[src/sv/qthb_pkg.sv]
`timescale 1ns / 1ps
`default_nettype none
// ----------------------------------------------------------------------------
// qthb_pkg
// Shared types and constants for the quadtree height bounds block.
// ----------------------------------------------------------------------------
package qthb_pkg;

   localparam int FIELD_DIM = 1024;   // heightfield edge in pixels
   localparam int LEAF_DIM  = 32;     // edge of a deepest-level node in pixels

   localparam logic [1:0] REQ_WRITE = 2'd0;
   localparam logic [1:0] REQ_QUERY = 2'd1;
   localparam logic [1:0] REQ_CLEAR = 2'd2;
   localparam logic [1:0] REQ_NOP   = 2'd3;

   localparam logic [15:0] HEIGHT_MAX = 16'hFFFF;
   localparam logic [35:0] SUM_MAX    = 36'hF_FFFF_FFFF;
   localparam logic [31:0] AVG_MAX    = 32'hFFFF_0000;

   // controller -> datapath commands
   typedef struct packed {
      logic load;       // capture request fields
      logic clr_start;  // reset sweep address
      logic clr_step;   // write reset values, advance sweep
      logic rd;         // issue read at current level
      logic wr;         // write back merged stats
      logic lvl_next;   // advance level
      logic q_rd;       // issue query read
      logic q_done;     // register query result
   } dp_cmd_type;

   // datapath -> controller status
   typedef struct packed {
      logic clr_last;
      logic lvl_last;
      logic pix_ok;
   } dp_sts_type;

endpackage : qthb_pkg
`default_nettype wire

[src/sv/qthb_ctrl.sv]
`timescale 1ns / 1ps
`default_nettype none
// ----------------------------------------------------------------------------
// qthb_ctrl
// Sequencer for writes (a read state and a write state per level), queries and clear sweeps.
// ----------------------------------------------------------------------------
module qthb_ctrl (
   input  wire                    clock,
   input  wire                    reset,
   input  wire                    req_valid,
   output logic                   req_stall,
   input  wire [1:0]              req_type,
   output logic                   rsp_valid,
   input  wire                    rsp_stall,
   output qthb_pkg::dp_cmd_type   cmd,
   input  qthb_pkg::dp_sts_type   sts
);
   import qthb_pkg::*;

   typedef enum logic [6:0] {
      S_CLR   = 7'b0000001,
      S_IDLE  = 7'b0000010,
      S_RD    = 7'b0000100,
      S_WR    = 7'b0001000,
      S_QRD   = 7'b0010000,
      S_QFMT  = 7'b0100000,
      S_START = 7'b1000000
   } state_type;

   state_type state_ff, state_in;
   logic      rv_ff, rv_in;
   logic      acc;

   // a held result only blocks the next query at its format step
   assign req_stall = (state_ff != S_IDLE);
   assign acc       = req_valid && !req_stall;
   assign rsp_valid = rv_ff;

   always_comb begin
      state_in = state_ff;
      cmd      = '0;
      rv_in    = rv_ff && rsp_stall;
      case (state_ff)
         S_CLR: begin
            cmd.clr_step = 1'b1;
            if (sts.clr_last) state_in = S_IDLE;
         end
         S_IDLE: begin
            if (acc) begin
               cmd.load = 1'b1;
               case (req_type)
                  REQ_WRITE: state_in = S_START;
                  REQ_QUERY: state_in = S_QRD;
                  REQ_CLEAR: begin
                     cmd.clr_start = 1'b1;
                     state_in      = S_CLR;
                  end
                  default: state_in = S_IDLE;
               endcase
            end
         end
         S_START: state_in = sts.pix_ok ? S_RD : S_IDLE;
         S_RD: begin
            cmd.rd   = 1'b1;
            state_in = S_WR;
         end
         S_WR: begin
            cmd.wr = 1'b1;
            if (sts.lvl_last) state_in = S_IDLE;
            else begin
               cmd.lvl_next = 1'b1;
               state_in     = S_RD;
            end
         end
         S_QRD: begin
            cmd.q_rd = 1'b1;
            state_in = S_QFMT;
         end
         S_QFMT: begin
            if (!rv_ff || !rsp_stall) begin
               cmd.q_done = 1'b1;
               rv_in      = 1'b1;
               state_in   = S_IDLE;
            end
         end
         default: state_in = S_IDLE;
      endcase
   end

   always_ff @(posedge clock) begin
      if (reset) begin
         state_ff <= S_CLR;
         rv_ff    <= 1'b0;
      end else begin
         state_ff <= state_in;
         rv_ff    <= rv_in;
      end
   end

endmodule : qthb_ctrl
`default_nettype wire

[config.mk]
export PLATFORM = sky130hd
export DESIGN_NAME = qthb_ctrl
export DESIGN_NICKNAME = d
export VERILOG_FILES = /design/src/sv/qthb_pkg.sv /design/src/sv/qthb_ctrl.sv
export SDC_FILE = /design/constraint.sdc
export NUM_CORES = 1
export LEC_CHECK = 0
export BUFFER_PORTS_ARGS = -buffer_cell sky130_fd_sc_hd__buf_2
export CAP_MARGIN = 10
export CORE_AREA = 2 2 39 41
export DETAILED_ROUTE_END_ITERATION = 8
export DIE_AREA = 0 0 41 43
export REMOVE_ABC_BUFFERS = 1
export SETUP_SLACK_MARGIN = 0.2
export SKIP_CTS_REPAIR_TIMING = 1
export SLEW_MARGIN = 15
export SYNTH_ARGS = -nofsm -noshare
export SYNTH_HDL_FRONTEND = slang
export SYNTH_SLANG_ARGS = --single-unit
[constraint.sdc]
create_clock -name clock -period 2.2 [get_ports clock]
set_input_delay 0.22 -clock clock [delete_from_list [all_inputs] [get_ports clock]]
set_output_delay 0.22 -clock clock [all_outputs]
set_load 0.02 [all_outputs]
==> results of run 1 <==
## metal layers
layer | up-vias | GRT usage | share of wire
met5 | - | 0 | 0
met4 | 0 | 0.100 | 0.029
met3 | 5 | 0.0628 | 0.044
met2 | 12 | 0.234 | 0.52
met1 | 233 | 0.181 | 0.41
li1 | 273 | - | -
## power by group
part | leakage (nW) | total, W | internal, W | switching (W)
combinational | 0.221 | 0.0000648 | 0.0000297 | 0.0000350
clock | 0.0138 | 0.000123 | 0.0000631 | 0.0000602
sequential | 0.0666 | 0.000153 | 0.000149 | 0.00000419
## cells by family (layout without fill, tap and decap cells)
| group | count (synthesis) | in the layout |
|---|---|---|
| simple gates | 32 | 32 |
| compound gates | 13 | 13 |
| flops | 8 | 8 |
| buf+inv | 6 | 31 |
| xor+xnor | 1 | 1 |
## through the flow
step / setup WS, ps / cells / utilization / hold WS (ps) / total power, W
finish: 138 / 101 / 0.498 / 141 / 0.000341
global route: 93.1 / 101 / 0.498 / 145 / 0.000357
CTS: 2.83 / 98 / 0.450 / 148 / 0.000330
detailed placement: 297 / 95 / 0.434 / 422 / 0.000210
global placement: 294 / 95 / 0.434 / 426 / 0.000210
floorplan: 171 / 59 / - / 289 / 0.000188
## flip-flops by register name (all words and copies together), names as in the netlist
register,cells
state_ff,7
rsp_valid,1
## cell usage in the layout (no fill, tap or decap), types with 2 or more instances in the layout
cell type   n
buf_2      17
nor2_1      6
nand2b_1    5
inv_1       5
buf_4       5
nor3_1      4
dfxtp_1     4
dfxtp_2     4
nand2_1     3
clkbuf_4    3
or3_4       2
nor4_1      2
nor2b_1     2
nand3_1     2
a21oi_1     2
## worst max-delay path, cell delays in order, from the launching register on
cell and delay, ps:
dfxtp_2 320, or4_4 580, or3_4 380, a21oi_2 150
buf_6 130
## worst max path at each step
stage	to	slack, ps
floorplan	cmd[2]	170
global placement	cmd[0]	290
detailed placement	cmd[0]	300
CTS	cmd[0]	3
global route	cmd[0]	90
finish	cmd[0]	140
## area by class of cell
type / count / area share
Multi-Input combinational cell: 46 / 0.477
Inverter: 5 / 0.0272
Sequential cell: 8 / 0.240
Timing Repair Buffer: 23 / 0.194
Clock buffer: 3 / 0.0327
Tap cell: 16 / 0.0290
==> impl_results.md, run 1 <==
- I/O pin cnt: 19
- Placed Area: 601 um2
- Port bufs: 18
- Clk root buf: clkbuf_4
- Critical Path RT: approximately 2000 ps
- Number of global-route vias before repair: about 450
- Post-synth EDFFs: 0
- Clock skew: ~8.9 ps
- Crit Path Max Fanout: 5
- Initial Utilization: 0.347
- Sequential fraction of the synthesis area: 0.333
- Synth area leaders: dfxtp_1, nand2b_1, nor2_1
- GRT overflow: 0
- Clk slew on worst S/H paths: approximately 60 ps
- Gpl congestion: between 0.7 and 0.8
- Layout area overhead: 43.5%
- Worst reg-to-reg setup slack: roughly 440 ps
- DIE AREA: roughly 1800 um2
- Final critical-path share of the clock period: 0.937
- Flops & latches, synth: 8
- Top_reg_cell synth: dfxtp_1
- Initial drt markers: 7
- Final Hold Fails: 0
- Die X: roughly 41 um
- Worst r2r src: state_ff[0]$_SDFFE_PP1P_
- Tmin final: 2060 ps
- Reg area: around 170 um2
- Reg-to-Reg End: state_ff[4]$_SDFFE_PP0P_
- H-tree levels: 1
- Final-stage net count: 96
- Yosys warnings: 0
- CTS Buf Count: 3
- Die Ht: around 43 um
- TritonCTS clock tree: yes
- GRT Total Usage: 0.159
- Synthesized-area fraction occupied by adder cells: 0
- N_diodes: 0
- Pwr dens: about 500 nW/um2
- Design area: 689 um2
- Hold path depth: 2
- Worst ir drop on vdd: ~340 uV
- Mean Syn Cell Area: between 8 and 9 um2
- Hold Path Origin: reset
- Yosys top cell by area: dfxtp_1
- Vias after detailed routing: between 500 and 600
- Row cnt: 14
- Worst slew margin: 0.790
- TNS Setup: 0 ps
- Vias/cell: between 5 and 6
- Combinational family with the most area after synthesis: simple AND/OR/NAND/NOR gates
- Synth Area in Compound Gates: 0.201
- R2R cell count: 4
- Worst setup SP type: register
- Post-DR wirelength/cell: 12.6 um
- Max-slew violation count: 0
- Pleak: ~0.30 nW
- Synth Area in XOR/XNOR: 0.0182
- F_max: approximately 0.48 GHz
- Antenna Nets Post-Route: 0
- Worst skew pair latency: about 270 ps
- TritonCTS Sinks: 8
- Final setup fails: 0
- Initial antenna violation count: 0
- First-pass iteration count of the detailed router: 4
- Core area: 1380 um2
- Mux cell area share after synthesis: 0
- Status: completed
- Asr flop ratio synth: 0
- Hold/Removal Path Class: input pin to register
- Cells after Synth: 60
- Worst Tran Pin Value: 312 ps
- Post-synth cell types: 29
- First-pass GRT wire length: 1830 um
- CP Data Arrival Time: around 1800 ps
- Area of the multi-input gates: approximately 330 um2
- Most common library cells after synthesis: dfxtp_1, nor2_1, inv_1, nand2b_1
- Dpl hpwl: approximately 900 um
- Post-synth top area share: 0.333
- Hold Path End: state_ff[5]$_SDFFE_PP0P_
- Layout cells sized above 1: 0.447
- Mapped cell area: approximately 480 um2
- Largest net degree at the start of global routing: 8
- Critical path class: register to primary output
- RSZ-0062 raised after global routing: yes
- Worst setup EP type: primary output
- Count leader, synth: dfxtp_1
- Critical path startpoint: state_ff[0]$_SDFFE_PP1P_
- # Max-Cap Violations: 0
- Simple-gate share of the synthesized area: 0.398
- CTS Buffer Depth: 2
- Fill cell count: around 150
- Drc violations: 0
- Total Routed Length: 1280 um
No activity file was read; power rests on OpenSTA's default activity.
==> inputs of run 2 (changes only) <==
- CORE_AREA: 2 2 39 41 -> not set
- CORE_MARGIN: not set -> 2
- CORE_UTILIZATION: not set -> 35
- DIE_AREA: 0 0 41 43 -> not set
- REMOVE_ABC_BUFFERS: 1 -> not set
- SETUP_SLACK_MARGIN: 0.2 -> not set
==> run 2 against run 1 <==
  * Hold slack gained 4.7 ps
  * Maximum frequency shrank 2.3%
  * Largest cell class unchanged
  * Count of clock-buffer cells in the layout is the same
==> impl_results.md, run 2 (synthesis gave the netlist of run 1 again) <==
- Clk root buf: clkbuf_4
- Most common cell after layout, fill and taps aside: buf_2
- Final critical-path share of the clock period: 0.960 (+0.0223)
- Critical-path top delay cell: or4_4
- Biggest register: state_ff
- Initial drt markers: 6 (-1)
- Synthesized netlist net count: 69
- Tmin final: 2110 ps (+49.1 ps)
- Worst slew margin: 0.626 (-0.164)
- Gpl congestion: 0.814 (+16%)
- Critical path class: register to primary output
- Final-stage net count: 92 (-4.2%)
- Layout Utilization: 0.481 (-0.0172)
- Pwr dens: 527 nW/um2 (+6.5%)
- Placed cell count: 93 (-2.1%)
- Crit Path Max Fanout: 6 (+1)
- RSZ-0062 raised after global routing: no
- N_diodes: 0 (unchanged)
- Critical Path RT: 1980 ps (about the same)
- Vias/cell: 5.18 (about the same)
- Dpl hpwl: 840 um (-6.5%)
- TritonCTS Sinks: 8 (unchanged)
- Initial Utilization: 0.374 (+0.0267)
- H-tree levels: 1 (unchanged)
- Final Hold Fails: 0 (unchanged)
- Total Routed Length: 1090 um (-14%)
- Buf/Inv on CP: 1 (unchanged)
- Crit-path max cell delay: 590 ps (about the same)
- GRT overflow: 0 (unchanged)
- Worst setup EP type: primary output
- DIE AREA: 1690 um2 (-4.4%)
- Drc violations: 0 (unchanged)
- TritonCTS clock tree: yes
- Post-DR wirelength/cell: 11.4 um (-9.9%)
- Core area: 1280 um2 (-7.1%)
- Layout cells sized above 1: 0.333 (-0.114)
- Worst setup SP type: register
- Die X: 41.1 um (+0.12%)
- Initial antenna violation count: 0 (unchanged)
- CP cell instances: or4_4 -> or3_4 -> a21oi_1 -> buf_2
- Row cnt: 13 (-1)
- First-pass GRT wire length: 1700 um (-7.2%)
- Clk slew on worst S/H paths: 60 ps (about the same)
- Fill cell count: 130 (-11%)
- Number of global-route vias before repair: 399 (-12%)
- # Max-Cap Violations: 0 (unchanged)
- Largest net degree at the start of global routing: 8 (unchanged)
- Die Ht: 41.1 um (-4.5%)
- TNS Setup: 0 ps (unchanged)
- Antenna Nets Post-Route: 0 (unchanged)
- Pleak: 0.282 nW (-6.6%)
- Placed Area: 592 um2 (-1.5%)
- First-pass iteration count of the detailed router: 4 (unchanged)
- Final setup fails: 0 (unchanged)
- Design area: 618 um2 (-10%)
- Layout area overhead: 28.6%
- Worst skew pair latency: 260 ps (about the same)
- Worst ir drop on vdd: 384 uV (+14%)
- CTS Buf Count: 3 (unchanged)
- Hold/Removal Path Class: input pin to register
- Worst Tran Pin Value: 555 ps (+243 ps)
- Port bufs: 18 (unchanged)
- Vias after detailed routing: 497 (-5.0%)
- Max reg flops: 7 (unchanged)
- Top delay family on crit path: simple AND/OR/NAND/NOR gates
- Most frequent cells in the layout: buf_2, dfxtp_1, nor2_1
- Clock skew: 7.29 ps (-1.57 ps)
- Final cell count without fillers: 96 (-5.0%)
- Status: completed
- CTS Buffer Depth: 2 (unchanged)
- CP Data Arrival Time: 1890 ps (+50 ps)
- GRT Total Usage: 0.163 (+0.00470)
- I/O pin cnt: 19 (unchanged)
- F_max: 0.474 GHz (-2.3%)
- Max-slew violation count: 0 (unchanged)
[run 2: layer usage]
metal	global-route usage	vias to the layer above	share of wire
met4	0.0500	0	0
li1	-	263	-
met2	0.234	13	0.46
met5	0	-	0
met1	0.201	221	0.48
met3	0.0978	0	0.061
[run 2: final timing paths]
check	depth (start not counted)	startpoint	to	slack, ps
max	4	state_ff[6]$_SDFFE_PP0P_	cmd[0]	90
min reg2reg	2	state_ff[2]$_SDFFE_PP0P_	state_ff[3]$_SDFFE_PP0P_	590
max reg2reg	4	state_ff[6]$_SDFFE_PP0P_	state_ff[4]$_SDFFE_PP0P_	380
min	2	reset	rsp_valid$_SDFF_PP0_	150
[run 2: through the flow]
| step | hold WS, ps | total power, W | setup WS (ps) |
|---|---|---|---|
| 2_1_floorplan | 289 | 0.000190 | 163 |
| 3_3_place_gp | 420 | 0.000211 | 291 |
| 3_5_place_dp | 417 | 0.000210 | 283 |
| 4_1_cts | 139 | 0.000331 | -6.07 |
| 5_1_grt | 137 | 0.000351 | 26.0 |
| 6_report | 145 | 0.000326 | 88.6 |
[run 2: layout make-up]
type / count / area (um2) / area share
clock buffer: 3 / 22.5 / 0.0364
inverter: 5 / 18.8 / 0.0304
tap: 15 / 18.8 / 0.0304
sequential: 8 / 160 / 0.259
timing repair buffer: 19 / 97.6 / 0.158
multi-input combinational: 46 / 300 / 0.486
[run 2: report_power, final]
part | internal [W] | switching [W] | total [W] | leakage [nW]
combinational | 0.0000246 | 0.0000304 | 0.0000550 | 0.203
sequential | 0.000149 | 0.00000486 | 0.000154 | 0.0652
clock | 0.0000628 | 0.0000546 | 0.000117 | 0.0138
==> inputs of run 3 (changes only) <==
- RECOVER_POWER: not set -> 100
==> run 3 against run 2 <==
  * Register-to-register slack worse by 300 ps
  * Combinational power shrank 3%
  * Die area stayed put
  * Sequential power about the same
  * Largest cell class unchanged
  * Design area is 1.6% lower
  * Total power shrank 0.40%
==> impl_results.md, run 3 (synthesis gave the netlist of run 1 again) <==
- Pleak: 0.256 nW (-9.1%)
- Hold Path Origin: reset
- Clk slew on worst S/H paths: 60 ps (about the same)
- CTS Buffer Depth: 2 (unchanged)
- R2R cell count: 4 (unchanged)
- GRT overflow: 0 (unchanged)
- Tmin final: 2120 ps (+11.6 ps)
- H-tree levels: 1 (unchanged)
- Sequential power share: 0.473 (+0.002)
- Status: completed
- Tot Pwr: 0.000325 W (-0.40%)
- Row cnt: 13 (unchanged)
- Post-DR wirelength/cell: 11.5 um (+1.0%)
- Final critical-path share of the clock period: 0.965 (+0.00527)
- Worst setup SP type: register
- Initial drt markers: 10 (+4)
- Biggest register: state_ff
- Worst r2r src: state_ff[6]$_SDFFE_PP0P_
- Initial Utilization: 0.374 (unchanged)
- First-pass GRT wire length: 1700 um (unchanged)
- Gpl congestion: 0.814 (unchanged)
- Hold path depth: 2 (unchanged)
- Antenna Nets Post-Route: 0 (unchanged)
- Hold Path End: rsp_valid$_SDFF_PP0_
- Number of global-route vias before repair: 399 (unchanged)
- DIE AREA: 1690 um2 (unchanged)
- Hold/Removal Path Class: input pin to register
- RSZ-0062 raised after global routing: no
- Vias after detailed routing: 507 (+2.0%)
- Clock power share: 0.362 (+0.002)
- Worst reg-to-reg setup slack: 80 ps (-300 ps)
- # Max-Cap Violations: 0 (unchanged)
- TritonCTS clock tree: yes
- N_diodes: 0 (unchanged)
- Worst skew pair latency: 260 ps (about the same)
- F_max: 0.471 GHz (-0.55%)
- Logic pwr share: 0.164 (-0.005)
- Final Hold Fails: 0 (unchanged)
- CP Data Arrival Time: 2230 ps (+340 ps)
- Final setup fails: 0 (unchanged)
- Core area: 1280 um2 (unchanged)
- Worst ir drop on vdd: 383 uV (-0.27%)
- Most frequent cells in the layout: buf_2, dfxtp_1, nor2_1
- Worst slew margin: 0.567 (-0.0595)
- Placed Area: 592 um2 (unchanged)
- Reg-to-Reg End: state_ff[4]$_SDFFE_PP0P_
- Switch Pwr: 0.0000899 W (about the same)
- Max reg flops: 7 (unchanged)
- Port bufs: 18 (unchanged)
- Design area: 608 um2 (-1.6%)
- Layout area overhead: 26.6%
- Crit Path Max Fanout: 6 (unchanged)
- Critical Path RT: 2310 ps (+330 ps)
- Dpl hpwl: 840 um (unchanged)
- Sw frac: 0.277 (+0.00131)
- Pwr dens: 534 nW/um2 (+1.2%)
- Total Routed Length: 1110 um (+1.0%)
- Final-stage net count: 92 (unchanged)
- Layout cells sized above 1: 0.259 (-0.0741)
- Clk root buf: clkbuf_4
- Largest net degree at the start of global routing: 8 (unchanged)
- Critical path class: register to register
- Die X: 41.1 um (unchanged)
- Die Ht: 41.1 um (unchanged)
- Worst Tran Pin Value: 643 ps (+87.6 ps)
- Initial antenna violation count: 0 (unchanged)
- Clock skew: 8.90 ps (+1.61 ps)
- Worst setup EP type: register
- Drc violations: 0 (unchanged)
- GRT Total Usage: 0.163 (unchanged)
- I/O pin cnt: 19 (unchanged)
- Max-slew violation count: 0 (unchanged)
- Synthesized netlist net count: 69 (unchanged)
- CTS Buf Count: 3 (unchanged)
- Fill cell count: 130 (unchanged)
- TritonCTS Sinks: 8 (unchanged)
- Vias/cell: 5.28 (+2.0%)
- Internal power: 0.000235 W (-0.58%)
- First-pass iteration count of the detailed router: 4 (unchanged)
- Most common cell after layout, fill and taps aside: buf_2
[run 3: worst max path at each step]
| stage | startpoint | endpoint | slack [ps] |
|---|---|---|---|
| global placement | state_ff[6]$_SDFFE_PP0P_ | cmd[0] | 290 |
| finish | state_ff[6]$_SDFFE_PP0P_ | state_ff[4]$_SDFFE_PP0P_ | 80 |
| detailed placement | state_ff[6]$_SDFFE_PP0P_ | cmd[0] | 280 |
| CTS | state_ff[6]$_SDFFE_PP0P_ | cmd[0] | -6 |
| floorplan | state_ff[6]$_SDFFE_PP0P_ | cmd[2] | 160 |
| global route | state_ff[6]$_SDFFE_PP0P_ | cmd[2] | 20 |
[run 3: critical path: stages, from the launching register on]
cell	delay (ps)
dfxtp_1	340
or4_4	590
or3_4	400
o21ai_0	540
nor4b_1	100
[run 3: metrics by stage]
stage	setup slack (ps)	hold WS, ps	instances	TNS (ps)	utilization
finish	77.0	146	96	0	0.473
global route	22.2	137	96	0	0.473
CTS	-6.07	139	96	-6.07	0.478
detailed placement	283	417	93	0	0.461
global placement	291	420	93	0	0.461
floorplan	163	289	60	0	-
[run 3: per-layer routing]
metal  track usage  up-vias  wire (um)  share of wire
met5             0        -          0              0
met4        0.0500        0          6         0.0054
met3        0.0978        2         67          0.061
met2         0.234       11        504           0.46
met1         0.201      231        527           0.48
li1              -      263          -              -
[run 3: cell type report]
type	instances	area (um2)	area share
inverters	5	18.8	0.0309
flip-flops and latches	8	160	0.263
repair buffers	19	91.3	0.150
clock buffers	3	22.5	0.0370
well taps	15	18.8	0.0309
multi-input cells	46	297	0.488
[run 3: power by group through the flow]
stage          clock network (W)  logic [W]  registers [W]
2_1_floorplan                  0  0.0000344       0.000155
3_3_place_gp                   0  0.0000539       0.000157
3_5_place_dp                   0  0.0000535       0.000157
4_1_cts                 0.000124  0.0000538       0.000153
5_1_grt                 0.000137  0.0000583       0.000154
6_report                0.000118  0.0000534       0.000154
